$ cat src/rtl/fralloc_pkg.sv
// ----------------------------------------------------------------------------
// fralloc_pkg
// shared widths, register indexes, controller states and command structs
// for the round-robin frame allocator
// ----------------------------------------------------------------------------
package fralloc_pkg;

   localparam int FRAMES_DEF       = 64;
   localparam int SPF_DEF          = 8;
   localparam int FRAME_BYTES_DEF  = 4096;

   localparam int OWNER_W  = 8;
   localparam int PAGE_W   = 20;
   localparam int SECTOR_W = 32;
   localparam int LEN_W    = 24;
   localparam int COUNT_W  = 4;
   localparam int INDEX_W  = 6;
   localparam int ADDR_W   = 32;

   localparam int REQ_DATA_W = 88;
   localparam int REQ_USER_W = 1;
   localparam int RSP_DATA_W = 144;
   localparam int RSP_USER_W = 2;

   localparam int CSR_ADDR_W = 3;
   localparam int CSR_DATA_W = 32;

   localparam logic REG_FRAME_BASE = 1'b0;
   localparam logic REG_START_PAGE = 1'b1;

   typedef enum logic [1:0] {
      ST_IDLE,
      ST_PICK,
      ST_FINISH
   } ctrl_state_type;

   typedef struct packed {
      logic capture;
      logic pick;
      logic finish;
   } dp_cmd_type;

   typedef struct packed {
      logic out_free;
   } dp_status_type;

   typedef struct packed {
      logic [OWNER_W-1:0]  owner;
      logic [PAGE_W-1:0]   page;
      logic [SECTOR_W-1:0] start;
      logic [LEN_W-1:0]    len;
      logic [COUNT_W-1:0]  rem;
   } frame_meta_type;

endpackage

$ cat src/rtl/fralloc_csr.sv
// ----------------------------------------------------------------------------
// fralloc_csr
// configuration registers: frame base address and process start page
// ----------------------------------------------------------------------------
module fralloc_csr
   import fralloc_pkg::*;
(
   input  logic                  clock,
   input  logic                  reset,
   input  logic                  csr_psel,
   input  logic                  csr_penable,
   input  logic                  csr_pwrite,
   input  logic [CSR_ADDR_W-1:0] csr_paddr,
   input  logic [CSR_DATA_W-1:0] csr_pwdata,
   output logic [CSR_DATA_W-1:0] csr_prdata,
   output logic                  csr_pready,
   output logic [ADDR_W-1:0]     frame_base,
   output logic [PAGE_W-1:0]     process_start_page
);

   logic [ADDR_W-1:0] frame_base_ff;
   logic [PAGE_W-1:0] start_page_ff;
   logic              wr_en;
   logic              reg_sel;

   assign csr_pready = 1'b1;
   assign wr_en      = csr_psel & csr_penable & csr_pwrite;
   assign reg_sel    = csr_paddr[2];

   always_ff @(posedge clock) begin
      if (reset) begin
         frame_base_ff <= '0;
         start_page_ff <= '0;
      end else if (wr_en) begin
         unique case (reg_sel)
            REG_FRAME_BASE: frame_base_ff <= csr_pwdata;
            REG_START_PAGE: start_page_ff <= csr_pwdata[PAGE_W-1:0];
            default: ;
         endcase
      end
   end

   always_comb begin
      unique case (reg_sel)
         REG_FRAME_BASE: csr_prdata = frame_base_ff;
         REG_START_PAGE: csr_prdata = CSR_DATA_W'(start_page_ff);
         default:        csr_prdata = '0;
      endcase
   end

   assign frame_base         = frame_base_ff;
   assign process_start_page = start_page_ff;

endmodule

$ cat config.mk
export PLATFORM = sky130hd
export DESIGN_NAME = fralloc_csr
export DESIGN_NICKNAME = d
export VERILOG_FILES = /design/src/rtl/fralloc_pkg.sv /design/src/rtl/fralloc_csr.sv
export SDC_FILE = /design/constraint.sdc
export NUM_CORES = 1
export LEC_CHECK = 0
export BUFFER_PORTS_ARGS = -buffer_cell sky130_fd_sc_hd__buf_2
export CAP_MARGIN = 20
export CORE_MARGIN = 5
export CORE_UTILIZATION = 35
export DETAILED_ROUTE_END_ITERATION = 8
export PLACE_DENSITY_LB_ADDON = 0.08
export SYNTH_ARGS = -nofsm -noshare
export SYNTH_HDL_FRONTEND = slang
export SYNTH_SLANG_ARGS = --single-unit
$ cat constraint.sdc
create_clock -name clock -period 1.1 [get_ports clock]
set_input_delay 0.22 -clock clock [delete_from_list [all_inputs] [get_ports clock]]
set_output_delay 0.22 -clock clock [all_outputs]
set_load 0.02 [all_outputs]
==> results.py <==
metrics = {
    "cells_and_area": {
        "layout-drive-gt1-share_pct": 64.22,
        "fillCellCount": 616,
        "fin_cells": 507,
        "syn2layout_area_growth_pct": 74.09,
        "num_antenna_cells": 0,
        "postLayoutCoreUtil_pct": 61.62,
        "nNetsFinal": 447,
        "fin_area_sq_mm": 0.004422,
    },
    "drt": {
        "antenna_left": 0,
        "vias": 2222,
        "drt_iter0_markers": 55,
        "drc": 0,
        "viasPerCell": 4.383,
        "wl_per_cell_microns": 14.24,
        "wirelength_microns": 7218,
        "firstDrtPassIters": 4,
    },
    "timing": {
        "setup_viol": 33,
        "hold_violations": 0,
        "fmax_mhz": 786.6,
        "final.min_clock_period_ns": 1.271,
        "fin_worst_skew_ns": 0,
        "grt_setup_unrepaired": "yes",
        "fin_ws_ns": -0.1713,
        "finalMaxSlewViolations": 0,
        "finalCritPeriodShare_pct": 115.6,
    },
    "clock_network": {
        "clk_latency_ns": 0.29,
        "clockBufferDepth": 2,
        "cts_buffers": 5,
        "postCtsHoldBufs": 0,
        "htreeDepth": 2,
        "clockRootBuffer": "clkbuf_8",
        "cts.sinks": 52,
        "cts_tree": "yes",
        "clk_pin_slew_ns": 0.09,
    },
    "placement": {
        "hpwl_microns": 4495,
        "pre_cts_ws_ns": -0.2398,
        "globalplace.congestion": 0.6401,
        "dpl_cell_area_sq_mm": 0.003303,
        "dp.cells": 455,
        "port_buffers": 121,
    },
    "global_routing": {
        "antenna_found_initial": 0,
        "grt_max_degree": 54,
        "grt_pass1_vias": 2220,
        "grt_usage_pct": 15.66,
        "overflow": 0,
        "grt_pass1_wl_microns": 11020,
    },
    "outcome": {
        "status": "complete, but fails checks",
        "failed_checks": "negative setup slack",
    },
    "floorplan": {
        "core_area_sq_mm": 0.007176,
        "rows": 31,
        "dieArea_sq_mm": 0.009060,
        "initial_core_util_pct": 35.40,
        "pin_count": 125,
        "dieHeight_microns": 95.19,
        "die_x_microns": 95.19,
    },
    "yosys": {
        "synth_edf_count": 0,
        "synth.area.top_cells": "dfxtp_1 (41%), nand2b_1 (21%), mux2i_1 (20%), mux2_2 (8.9%), nor2b_1 (3.0%)",
        "ys_ff_latch": 52,
        "synth.most_common_cell": "nand2b_1",
        "netlist.area_leader.share_pct": 40.99,
        "syn-mean-instance-area_sq_um": 10.45,
        "yosysTopAreaCell": "dfxtp_1",
        "async_reset_ff_share_pct": 0,
        "ys.flop_type": "dfxtp_1",
        "yosysSeqAreaShare_pct": 40.99,
        "ys_warn_count": 0,
        "yosysUniqueCellTypes": 13,
        "synthCells": 243,
        "syn_area_sq_mm": 0.002540,
        "syn_nets": 283,
        "synthTopCellsByCount": "nand2b_1 (84), dfxtp_1 (52), mux2i_1 (52)",
    },
    "critical_path": {
        "crit_path_start_kind": "input pin",
        "critPathCaptureType": "output pin",
        "crit_slowest_cell": "mux2_2",
        "path_delay_family": "buffers and inverters",
        "r2r_slack_ns": 0.29,
        "critical_path.max_stage_delay_ns": 0.37,
        "worst-path-buf-inv": 3,
        "crit_path_frequent_cell": "buf_6",
        "path_max_fanout": 12,
        "cp.required_ns": 0.88,
        "worstSetupPathType": "in2out",
        "crit_chain": "buf_2 > buf_6 > mux2_2 > buf_6",
        "worstPathArrival_ns": 1.05,
    },
    "power_and_ir_drop": {
        "p_per_area_mw_per_mm2": 850.9,
        "switchingPower_w": 0.0009384,
        "ir_drop_mv": 0.4399,
        "p_sw_share_pct": 24.94,
        "internal_power_w": 0.002824,
        "power_frac_comb_pct": 18.1,
        "power_frac_seq_pct": 52.1,
        "p_clk_share_pct": 29.8,
        "p_leak_nw": 2.086,
    },
    "worst_hold_path": {
        "hold_path_class": "in2reg",
    },
    "run": {
        "drv_cap": 0,
    },
}
## registers in the layout, summed over array words and instances, names as in the netlist
name	flops
frame_base	32
process_start_page	20
## final timing paths
kind | cells after the start | start | to
worst max-delay path | 4 | csr_paddr[2] | csr_prdata[11]
worst min-delay path | 3 | csr_pwdata[23] | frame_base[23]
worst max register to register | 4 | process_start_page[8] | process_start_page[8]
worst min register to register | 2 | frame_base[31] | frame_base[31]
## cells in the final DEF, fill, tap and decap left out, types with 16 or more instances in the layout
master and n:
buf_2 54, buf_4 21, buf_6 96, dfxtp_2 52, mux2_4 16, mux2i_1 52
nand2b_1 84
## power by group through the flow
stage          combinational [W]  clock, W  sequential [W]
2_1_floorplan           0.000274         0         0.00204
3_3_place_gp            0.000516         0         0.00200
3_5_place_dp            0.000516         0         0.00200
4_1_cts                 0.000647   0.00116         0.00196
5_1_grt                 0.000733   0.00128         0.00197
6_report                0.000682   0.00112         0.00196
## per-layer routing
metal | share of wire, % | track usage [%] | up-vias
met3 | 6.5 | 4.420 | 8
li1 | - | - | 1124
met4 | 1.0 | 3.966 | 0
met5 | 0 | 0 | -
met1 | 43 | 19.48 | 1016
met2 | 50 | 26.59 | 74
## cells by family (layout without fill, tap and decap cells)
kind of cell           Yosys count  in the layout  synth area share (%)
AND/OR/NAND/NOR                 98             98                 24.29
multiplexers                    72             72                 29.36
flip-flops                      52             52                 40.99
buffers and inverters           20            185                 5.222
other                            1              1                0.1476
## layout make-up
type / instances / area (sq um) / area share, %
Sequential cell: 52 / 1106 / 25.01
Clock buffer: 8 / 90.09 / 2.037
Timing Repair Buffer: 177 / 1629 / 36.84
Multi-Input combinational cell: 171 / 1473 / 33.30
Tap cell: 99 / 123.9 / 2.801
## stage by stage
stage / hold slack [ns] / setup TNS (ns) / power [W]
after floorplan: 0.3753 / 0 / 0.002318
after global placement: 0.4659 / -11.41 / 0.002511
after detailed placement: 0.4763 / -12.32 / 0.002512
after CTS: 0.1555 / -3.799 / 0.003767
after global routing: 0.1484 / -5.913 / 0.003977
final: 0.1669 / -3.455 / 0.003762
## worst min-delay path: stages
cell and delay [ns]:
buf_2 0.09, nand2b_1 0.05, mux2i_1 0.06
## what timing repair did
action | CTS | global route
setup buffers | 33 | 23
resized for setup | 203 | 50
endpoints found under the setup margin | 35 | 65
(Power assumes the default switching activity.)
